**config.mk**
```make
export PLATFORM = sky130hd
export DESIGN_NAME = lfu_cache_lru_tiebreak_top
export DESIGN_NICKNAME = d
export VERILOG_FILES = /design/src/hdl/lfu_pkg.sv /design/src/hdl/lfu_store.sv /design/src/hdl/lfu_cache_lru_tiebreak_top.sv
export SDC_FILE = /design/constraint.sdc
export NUM_CORES = 2
export LEC_CHECK = 0
export ABC_AREA = 0
export BUFFER_PORTS_ARGS = -buffer_cell sky130_fd_sc_hd__buf_4
export CAP_MARGIN = 20
export CORE_MARGIN = 10
export CORE_UTILIZATION = 48
export CTS_CLUSTER_DIAMETER = 40
export DETAILED_ROUTE_END_ITERATION = 8
export PLACE_DENSITY = 0.65
export SLEW_MARGIN = 20
export SYNTH_ARGS = -nofsm -noshare
export SYNTH_HDL_FRONTEND = slang
export SYNTH_SLANG_ARGS = --single-unit
```
**constraint.sdc**
```tcl
create_clock -name clk -period 13.7 [get_ports clk]
set_input_delay 0.685 -clock clk [delete_from_list [all_inputs] [get_ports clk]]
set_output_delay 0.685 -clock clk [all_outputs]
set_load 0.1 [all_outputs]
```
**src/hdl/lfu_pkg.sv**
```systemverilog
package lfu_pkg;
	localparam int ENTRIES_DEF = 16;
	localparam int KEY_W = 31;
	localparam int VAL_W = 31;
	localparam int CNT_W = 32;
	localparam int CAP_W = 5;
	localparam logic [CAP_W-1:0] CAP_RESET = 5'd16;
	localparam logic ACT_GET = 1'b0;
	localparam logic ACT_PUT = 1'b1;

	typedef struct packed {
		logic action;
		logic [KEY_W-1:0] key;
		logic [VAL_W-1:0] value;
	} req_t;

	typedef struct packed {
		logic hit;
		logic [VAL_W-1:0] data;
	} rsp_t;
endpackage

```
**src/hdl/lfu_store.sv**
```systemverilog
// Slot memory: one synchronous-read RAM holding key, value, count and rank per slot.
module lfu_store #(
	parameter int ENTRIES = lfu_pkg::ENTRIES_DEF,
	parameter int IDX_W = (ENTRIES > 1) ? $clog2(ENTRIES) : 1,
	parameter int RNK_W = IDX_W,
	parameter int W = lfu_pkg::KEY_W + lfu_pkg::VAL_W + lfu_pkg::CNT_W + RNK_W
) (
	input  logic clk,
	input  logic we,
	input  logic [IDX_W-1:0] waddr,
	input  logic [W-1:0] wdata,
	input  logic [IDX_W-1:0] raddr,
	output logic [W-1:0] rdata
);
	logic [W-1:0] mem [ENTRIES];

	always_ff @(posedge clk) begin
		if (we) begin
			mem[waddr] <= wdata;
		end
		rdata <= mem[raddr];
	end
endmodule

```
**src/hdl/lfu_cache_lru_tiebreak_top.sv**
```systemverilog
// Steps from input beat to result valid when slots are rewritten: scan, decide, rank pass,
// write, output; when nothing changes: scan, decide, output.
// One item at a time: a new request waits until the last result has been taken;
// the single RAM port and the held result beat set the pace.
// Pass 1 reads every slot for the key match, the victim and a free slot; pass 2 rewrites ranks.
// Reset clears valid bits, occupancy and control; capacity resets to 16.
module lfu_cache_lru_tiebreak_top #(
	parameter int ENTRIES = lfu_pkg::ENTRIES_DEF
) (
	input  logic clk,
	input  logic arst_n,
	input  logic cfg_we,
	input  logic [lfu_pkg::CAP_W-1:0] cfg_data,
	input  logic in_valid,
	output logic in_ready,
	input  lfu_pkg::req_t in_data,
	output logic out_valid,
	input  logic out_ready,
	output lfu_pkg::rsp_t out_data
);
	localparam int IDX_W = (ENTRIES > 1) ? $clog2(ENTRIES) : 1;
	localparam int CW = $clog2(ENTRIES + 1);
	localparam int KW = lfu_pkg::KEY_W;
	localparam int VW = lfu_pkg::VAL_W;
	localparam int NW = lfu_pkg::CNT_W;
	localparam int RW = IDX_W;
	localparam int W = KW + VW + NW + RW;
	localparam logic [IDX_W-1:0] LAST = IDX_W'(ENTRIES - 1);
	localparam logic [IDX_W:0] CNT_END = (IDX_W + 1)'(ENTRIES);

	typedef enum logic [5:0] {
		S_IDLE = 6'b000001,
		S_SCAN = 6'b000010,
		S_DEC  = 6'b000100,
		S_FIX  = 6'b001000,
		S_WR   = 6'b010000,
		S_OUT  = 6'b100000
	} state_t;

	state_t state_q;
	lfu_pkg::req_t req_q;
	logic [lfu_pkg::CAP_W-1:0] cap_q;
	logic [ENTRIES-1:0] valid_q;
	logic [CW-1:0] occ_q;
	logic [IDX_W-1:0] ra_q, pa_s1;
	logic rv_s1, last_s1;
	logic hit_q, vic_ok_q, free_ok_q, rd_s1;
	logic [IDX_W-1:0] hidx_q, vidx_q, fidx_q, tgt_q;
	logic [NW-1:0] vcnt_q, hcnt_q;
	logic [RW-1:0] vrnk_q, trnk_q;
	logic [VW-1:0] hval_q;
	logic act_q, evict_q, ins_q;
	logic [IDX_W:0] cnt_q;
	lfu_pkg::rsp_t rsp_q;
	logic ov_q;

	logic we;
	logic [IDX_W-1:0] wa;
	logic [W-1:0] wd, rd;
	logic [KW-1:0] r_key;
	logic [VW-1:0] r_val;
	logic [NW-1:0] r_cnt;
	logic [RW-1:0] r_rnk;
	logic [lfu_pkg::CAP_W-1:0] cap_eff;

	assign {r_key, r_val, r_cnt, r_rnk} = rd;
	assign cap_eff = (32'(cap_q) > ENTRIES) ? lfu_pkg::CAP_W'(ENTRIES) : cap_q;

	lfu_store #(.ENTRIES(ENTRIES), .IDX_W(IDX_W), .RNK_W(RW), .W(W)) u_store (
		.clk(clk), .we(we), .waddr(wa), .wdata(wd), .raddr(ra_q), .rdata(rd)
	);

	assign in_ready = (state_q == S_IDLE) && !ov_q;
	assign out_valid = ov_q;
	assign out_data = rsp_q;

	// rank rewrite for slot pa_s1 in fix pass
	logic [RW-1:0] new_rnk;
	logic fix_we;
	always_comb begin
		new_rnk = r_rnk;
		fix_we = 1'b0;
		if (rv_s1 && pa_s1 != tgt_q) begin
			if (act_q) begin
				fix_we = 1'b1;
				if (evict_q && r_rnk > vrnk_q) begin
					new_rnk = r_rnk;
				end else begin
					new_rnk = r_rnk + RW'(1);
				end
			end else if (r_rnk < trnk_q) begin
				fix_we = 1'b1;
				new_rnk = r_rnk + RW'(1);
			end
		end
	end

	always_comb begin
		we = 1'b0;
		wa = pa_s1;
		wd = {r_key, r_val, r_cnt, new_rnk};
		if (state_q == S_FIX && rd_s1 && fix_we) begin
			we = 1'b1;
		end else if (state_q == S_WR) begin
			we = 1'b1;
			wa = tgt_q;
			if (ins_q) begin
				wd = {req_q.key, req_q.value, NW'(1), RW'(0)};
			end else begin
				wd = {req_q.key, (req_q.action == lfu_pkg::ACT_PUT) ? req_q.value : hval_q,
					(hcnt_q == '1) ? hcnt_q : hcnt_q + NW'(1), RW'(0)};
			end
		end
	end

	always_ff @(posedge clk or negedge arst_n) begin
		if (!arst_n) begin
			state_q <= S_IDLE;
			cap_q <= lfu_pkg::CAP_RESET;
			valid_q <= '0;
			occ_q <= '0;
			ov_q <= 1'b0;
			rd_s1 <= 1'b0;
			ra_q <= '0;
			cnt_q <= '0;
		end else begin
			if (cfg_we) begin
				cap_q <= cfg_data;
			end
			if (ov_q && out_ready) begin
				ov_q <= 1'b0;
			end
			rd_s1 <= 1'b0;
			case (state_q)
				S_IDLE: begin
					if (in_valid && !ov_q) begin
						req_q <= in_data;
						ra_q <= '0;
						cnt_q <= '0;
						hit_q <= 1'b0;
						vic_ok_q <= 1'b0;
						free_ok_q <= 1'b0;
						state_q <= S_SCAN;
					end
				end
				S_SCAN: begin
					if (cnt_q != CNT_END) begin
						if (ra_q != LAST) begin
							ra_q <= ra_q + IDX_W'(1);
						end
						cnt_q <= cnt_q + (IDX_W + 1)'(1);
						rd_s1 <= 1'b1;
					end
					if (rd_s1) begin
						if (rv_s1) begin
							if (r_key == req_q.key) begin
								hit_q <= 1'b1;
								hidx_q <= pa_s1;
								hval_q <= r_val;
								hcnt_q <= r_cnt;
								trnk_q <= r_rnk;
							end
							if (!vic_ok_q || r_cnt < vcnt_q ||
								(r_cnt == vcnt_q && r_rnk > vrnk_q)) begin
								vic_ok_q <= 1'b1;
								vidx_q <= pa_s1;
								vcnt_q <= r_cnt;
								vrnk_q <= r_rnk;
							end
						end else if (!free_ok_q) begin
							free_ok_q <= 1'b1;
							fidx_q <= pa_s1;
						end
						if (last_s1) begin
							state_q <= S_DEC;
						end
					end
				end
				S_DEC: begin
					act_q <= 1'b0;
					evict_q <= 1'b0;
					ins_q <= 1'b0;
					rsp_q.hit <= hit_q;
					rsp_q.data <= (hit_q && req_q.action == lfu_pkg::ACT_GET) ? hval_q : '0;
					state_q <= S_OUT;
					if (hit_q && (req_q.action == lfu_pkg::ACT_GET || cap_q != '0)) begin
						tgt_q <= hidx_q;
						ra_q <= '0;
						cnt_q <= '0;
						state_q <= S_FIX;
					end else if (!hit_q && req_q.action == lfu_pkg::ACT_PUT && cap_q != '0) begin
						if (32'(occ_q) >= 32'(cap_eff)) begin
							if (vic_ok_q) begin
								tgt_q <= vidx_q;
								act_q <= 1'b1;
								evict_q <= 1'b1;
								ins_q <= 1'b1;
								trnk_q <= vrnk_q;
								ra_q <= '0;
								cnt_q <= '0;
								state_q <= S_FIX;
							end
						end else if (free_ok_q) begin
							tgt_q <= fidx_q;
							act_q <= 1'b1;
							ins_q <= 1'b1;
							occ_q <= occ_q + CW'(1);
							ra_q <= '0;
							cnt_q <= '0;
							state_q <= S_FIX;
						end
					end
				end
				S_FIX: begin
					if (cnt_q != CNT_END) begin
						if (ra_q != LAST) begin
							ra_q <= ra_q + IDX_W'(1);
						end
						cnt_q <= cnt_q + (IDX_W + 1)'(1);
						rd_s1 <= 1'b1;
					end
					if (rd_s1 && last_s1) begin
						state_q <= S_WR;
					end
				end
				S_WR: begin
					valid_q[tgt_q] <= 1'b1;
					state_q <= S_OUT;
				end
				S_OUT: begin
					if (!ov_q) begin
						ov_q <= 1'b1;
						state_q <= S_IDLE;
					end
				end
				default: state_q <= S_IDLE;
			endcase
		end
	end

	always_ff @(posedge clk) begin
		pa_s1 <= ra_q;
		rv_s1 <= valid_q[ra_q];
		last_s1 <= (ra_q == LAST);
	end
endmodule

```
# ---- Yosys cells after proc, flatten, opt, wreduce, memory -nomap -nowiden
# Memory sizes are Yosys's and may differ from the RTL's. A register that Yosys moved wholly into a read port is not among the register bits.
# Index checks and enable logic that the tools add are counted.
dict set report op_classes {
  n_shift 0
  n_bitwise 7
  multipliers 0
  n_reduce_logical 43
  n_addsub 5
  eq_ne 32
  muxes 84
  div 0
  order_cmp 8
}
# operator n
set op_table {}
lappend op_table {{98-bit two-way mux} 2}
lappend op_table {{4-bit two-way mux} 26}
lappend op_table {{67-bit two-way mux} 1}
lappend op_table {{6-bit two-way mux} 10}
lappend op_table {{5-bit two-way mux} 8}
lappend op_table {{6-bit case mux with 6 select lines} 1}
lappend op_table {{5-bit AND reduction} 7}
lappend op_table {{32-bit by 1-bit adder with 32-bit output, second input constant} 1}
lappend op_table {{32-bit equality test} 1}
lappend op_table {{32-bit equality test, second input constant} 1}
lappend op_table {{32-bit < comparator} 1}
lappend op_table {{32-bit two-way mux} 1}
lappend op_table {{31-bit equality test} 1}
lappend op_table {{31-bit two-way mux} 1}
lappend op_table {{1-bit two-way mux} 26}
lappend op_table {{2-bit inequality test, second input constant} 11}
lappend op_table {{6-bit AND reduction} 3}
lappend op_table {{16-bit OR} 1}
lappend op_table {{5-bit case mux with 3 select lines} 1}
lappend op_table {{1-bit logical AND} 14}
lappend op_table {{4-bit inequality test, second input constant} 3}
lappend op_table {{4-bit case mux with 3 select lines} 1}
lappend op_table {{5-bit by 1-bit adder with 5-bit output, second input constant} 2}
lappend op_table {{4-bit by 5-bit < comparator with 1-bit output, second input constant} 2}
lappend op_table {{other kinds (33)} 53}
dict set report word_totals {
  reg_bits 268
  output_inout_bits 34
  mem_count 1
  ramBits 1568
  romBits 0
  in_bits 73
  wordCells 210
  latch_bits 0
}
# name words word_bits rd rd_clocked_by_memory_dff wr line_no
set memory_table {}
lappend memory_table {u_store.mem 16 98 1 1 1 lfu_store.sv:15} ;# logic [W-1:0] mem [ENTRIES];

# ---- Depth between registers and ports, before layout
dict set report logic_depth {
  word_depth 8
  depth_mapped 11
  ltp_nobuf 10
}

# ---- Cells and area by module
# A second synthesis with hierarchy kept.
dict set report unflattened {
  cells_unflattened 3635
  hier_area_um2 73564.3
}
# mod n_inst cells_per_inst area_each_um2 seq_area_each_um2
set modules_own_cells {}
lappend modules_own_cells {lfu_store 1 2510 60516.8 49047.0}
lappend modules_own_cells {lfu_cache_lru_tiebreak_top 1 1125 13047.5 7775.0}

# ---- Worst setup path after synthesis
# OpenSTA, ideal clock, no wires.
dict set report synth_path {
  path_type {flip-flop to flip-flop}
  from {reg state_q[1]}
  to {mem u_store.mem[8][0] in the netlist's numbering, enable pin}
  t_arrival_ns 8.323
  setup_time_ns 0.675
  path_buffers 1
  period_less_slack_ns 8.997
  path_slack_ns 4.703
  required_ns 13.025
  stages_incl_launch_ff 7
  cell_sequence {dfrtp_1 -> nor4_1 -> nand3b_1 -> clkbuf_1 -> nor3_1 -> nor2_1 -> nor3_1}
}
dict set report synth_via {
  elab_chain_cells 6
  word_cells_on_any_way 10
  classes_between {2 x eq/ne; 6 x mux; 2 x reduce/logical}
}
# item line_no
set synth_lines {}
lappend synth_lines {{from (decl)} lfu_cache_lru_tiebreak_top.sv:40} ;# state_t state_q;
lappend synth_lines {{from (signal assigned)} lfu_cache_lru_tiebreak_top.sv:118} ;# state_q <= S_IDLE;
lappend synth_lines {{from (signal assigned)} lfu_cache_lru_tiebreak_top.sv:143} ;# state_q <= S_SCAN;
lappend synth_lines {{from (signal assigned)} lfu_cache_lru_tiebreak_top.sv:175} ;# state_q <= S_DEC;
lappend synth_lines {{6-bit by 4-bit equality test with 1-bit output} lfu_cache_lru_tiebreak_top.sv:102} ;# if (state_q == S_FIX && rd_s1 && fix_we) begin
lappend synth_lines {{1-bit logical AND (2 in series)} lfu_cache_lru_tiebreak_top.sv:102}
lappend synth_lines {{1-bit two-way mux} lfu_cache_lru_tiebreak_top.sv:102}
lappend synth_lines {{1-bit two-way mux} lfu_store.sv:18} ;# if (we) begin
lappend synth_lines {{1-bit two-way mux (not written as such)} lfu_store.sv:19} ;# mem[waddr] <= wdata;
lappend synth_lines {{to (decl)} lfu_store.sv:15}
# Parallel ways exist; a longest one is shown, timed or not.

# ---- Worst setup path in the final report
dict set report layout_path {
  from {reg state_q[1]}
  to {mem u_store.mem[1][58] in the netlist's numbering, enable pin}
}
# Same word-level chain as after synthesis.

==> flow_summary.json <==
{
  "status": "finished, final reports clean",
  "slew_headroom_pct": 24.1,
  "hold_ws_ns": 0.0653,
  "arrival_ns": 6.14,
  "synth_area_um2": 74600,
  "antenna_found_initial": 5,
  "fmax_mhz": 175,
  "synth_xor_area_share_pct": 0.857,
  "io_pins": 107,
  "finalSetupViolCount": 0,
  "avgSynthCellArea_um2": 18.1,
  "num-fill-cells": 11702,
  "tightest_slew_ns": 1.14,
  "async_flop_share_pct": 2.22,
  "cp_slowest_cell": "buf_4",
  "fp.coreArea_um2": 154000,
  "ir_worst_vdd_mv": 0.141,
  "die_area_um2": 172000,
  "track_usage_pct": 20.5,
  "synth_cell_type_count": 68,
  "drive_gt1_share_pct": 20.9,
  "critPathRequiredTime_ns": 14.13,
  "die_h_um": 414,
  "dp_hpwl_mm": 90.1,
  "synthTopCellsByArea": "edfxtp_1 72%, mux4_2 6.0%, mux2i_1 4.5%",
  "ant_nets": 0,
  "hold_start": "in_data[31]",
  "drc": 0,
  "num_rows": 144,
  "grt_max_degree": 131,
  "slew_violations": 0,
  "maxCapViolCount": 0,
  "yosysWarnings": 0,
  "drt_wl_total_mm": 180,
  "synthSimpleGateAreaFrac_pct": 3.18,
  "path_clk_slew_ns": 0.06,
  "r2r_start": "state_q[1]$_DFFE_PN0P_",
  "hold_viol": 0,
  "cp-end-kind": "flip-flop",
  "synth.largest_area_cell": "edfxtp_1",
  "critical_path.startpoint": "state_q[1]$_DFFE_PN0P_",
  "cp_common_cell": "buf_4",
  "synth_adder_area_share_pct": 0.839,
  "period_share_pct": 41.6,
  "synthMuxAreaShare_pct": 12.1,
  "startpoint_type": "flip-flop",
  "synth_top_family_by_area": "multiplexers",
  "clock-sinks": 1934,
  "htree_levels": 4,
  "synth.yosys.seq_area_share_pct": 76.2,
  "critPathTopFamily": "buffers and inverters",
  "place.gp.congestion": 0.751,
  "path_max_fanout": 49,
  "p_leak_nw": 28.7,
  "cts_tree": "done",
  "clock_skew_ns": 0.0640,
  "holdCritPathClass": "in2reg",
  "drtIter0Drc": 3809,
  "yosysTopAreaCellShare_pct": 72.0,
  "vias_per_cell": 5.86,
  "dr.pass1.iters": 6,
  "cts.path.max_buffers": 3,
  "cts_made_buffers": 233,
  "dr_total_vias": 39254,
  "netlist_instances": 4117,
  "ys.flop_type": "edfxtp_1",
  "path_cells": "nor4_1 -> and3b_2 -> buf_4 -> mux2i_2 -> nand2b_1 -> nor2_4 -> buf_4 -> buf_4",
  "period_minus_slack_ns": 5.71,
  "fin_setup_tns_ns": 0,
  "slowest_delay_ns": 0.91,
  "insertion_delay_ns": 0.84,
  "synth_edf_count": 1787,
  "clockRootBuffer": "clkbuf_16",
  "grt_first_pass_wirelength_mm": 265,
  "grt_pass1_vias": 39733,
  "synthTopCellsByCount": "1787 x edfxtp_1, 335 x mux2i_1, 299 x nand2_1",
  "path_buf_inv": 3,
  "path_class": "reg2reg",
  "synth.ff_latch_count": 1934,
  "drt-wirelength-per-cell_um": 26.8,
  "synth-compound-area-share_pct": 5.52,
  "finalNetCount": 4568,
  "synth_fp_nets": 4240,
  "io_buffers": 106,
  "rsz0062_at_grt": "false",
  "grt_overflow": 0,
  "synth.most_common_cell": "edfxtp_1",
  "area_delta_synth_final_pct": 16.4,
  "fp.dieW_um": 414,
  "power_per_cell_area_nw_per_um2": 180,
  "initial_core_util_pct": 48.4,
  "post_cts_buffers": 0
}
-- stage by stage --
stage	setup slack, ns	power (mW)	instance area, um^2	util (%)	instances
after floorplan	4.70	8.88	74600	-	4117
after global placement	7.81	9.59	78300	50.8	6187
after detailed placement	7.72	9.63	78300	50.8	6188
after CTS	7.69	15.7	86700	56.2	6693
after global routing	7.77	16.2	86800	56.3	6696
final	7.99	15.6	86800	56.3	6698
-- layer usage --
metal  up-vias  track usage, %  routed length (um)
met5         -               0                   9
met4         2            6.13                4820
met3       302            4.19               13000
met2      1435            32.8               85800
met1     20340            28.4               75900
li1      17175               -                   -
-- worst paths after layout --
check | slack (ns) | depth (start not counted) | to
setup reg to reg | 7.99 | 8 | u_store.mem[1][58]$_DFFE_PP_
hold reg to reg | 0.43 | 0 | hval_q[12]$_DFFE_PP_
setup / recovery | 7.99 | 8 | u_store.mem[1][58]$_DFFE_PP_
hold / removal | 0.07 | 1 | req_q[31]$_DFFE_PP_
min in group asynchronous | 0.44 | 2 | out_valid$_DFF_PN0_
max in group asynchronous | 12.73 | 2 | ra_q[2]$_DFFE_PN0P_
-- worst register-to-register path, delay by kind of cell (launching register included) --
kind,cells,cell delay [ns]
DFF,1,0.46
buffers and inverters,3,2.11
muxes,1,0.72
and+or+nand+nor,4,1.97
-- cell usage in the layout (no fill, tap or decap), types with 39 or more instances in the layout --
cell | Yosys | routed
o21ai_0 | 279 | 267
dlygate4sd3_1 | 0 | 64
inv_1 | 53 | 53
a22oi_1 | 101 | 101
mux2_2 | 104 | 104
clkinv_2 | 0 | 39
edfxtp_1 | 1787 | 1787
mux4_2 | 198 | 198
ha_1 | 50 | 50
clkbuf_16 | 0 | 233
nand2_1 | 299 | 298
buf_4 | 0 | 221
a221oi_1 | 99 | 99
a21oi_1 | 127 | 125
mux2i_1 | 335 | 334
dfxtp_1 | 104 | 104
-- state kept, by name, indices dropped and copies added, names as in the netlist, 5 cells and up --
register and count:
u_store.mem 1568, u_store.rdata 98, req_q 63, hcnt_q 32, out_data 32, vcnt_q 32, hval_q 31, valid_q 16
state_q 6, cap_q 5, cnt_q 5, occ_q 5
-- logic make-up after synthesis --
group                      count (synthesis)
AOI/OAI and AO/OA                        664
xor gates and xnor gates                  73
muxes                                    638
DFF                                     1934
buffers and inverters                    254
and+or+nand+nor                          504
adders and majority gates                 50
-- power by group --
group,internal [mW],total (mW),switching (mW)
registers,7.10,7.32,0.228
clock network,3.61,6.09,2.48
logic,0.870,2.20,1.33
-- area by class of cell --
cell class	instances	area (um^2)	area share, %
multi-input combinational	1929	16900	19.5
sequential	1934	56800	65.5
tap	2044	2560	2.95
clock inverter	163	1670	1.93
timing repair buffer	294	2450	2.82
antenna	3	7.51	0.00865
clock buffer	278	6130	7.06
inverter	53	199	0.229
-- what timing repair did --
item / 4_1_cts / 5_1_grt
hold buffers: 64 / 0
setup endpoints to repair: 0 / 0
hold endpoints to repair: 104 / 0
gates resized for setup: 0 / 0
No activity file was read; power rests on OpenSTA's default activity.
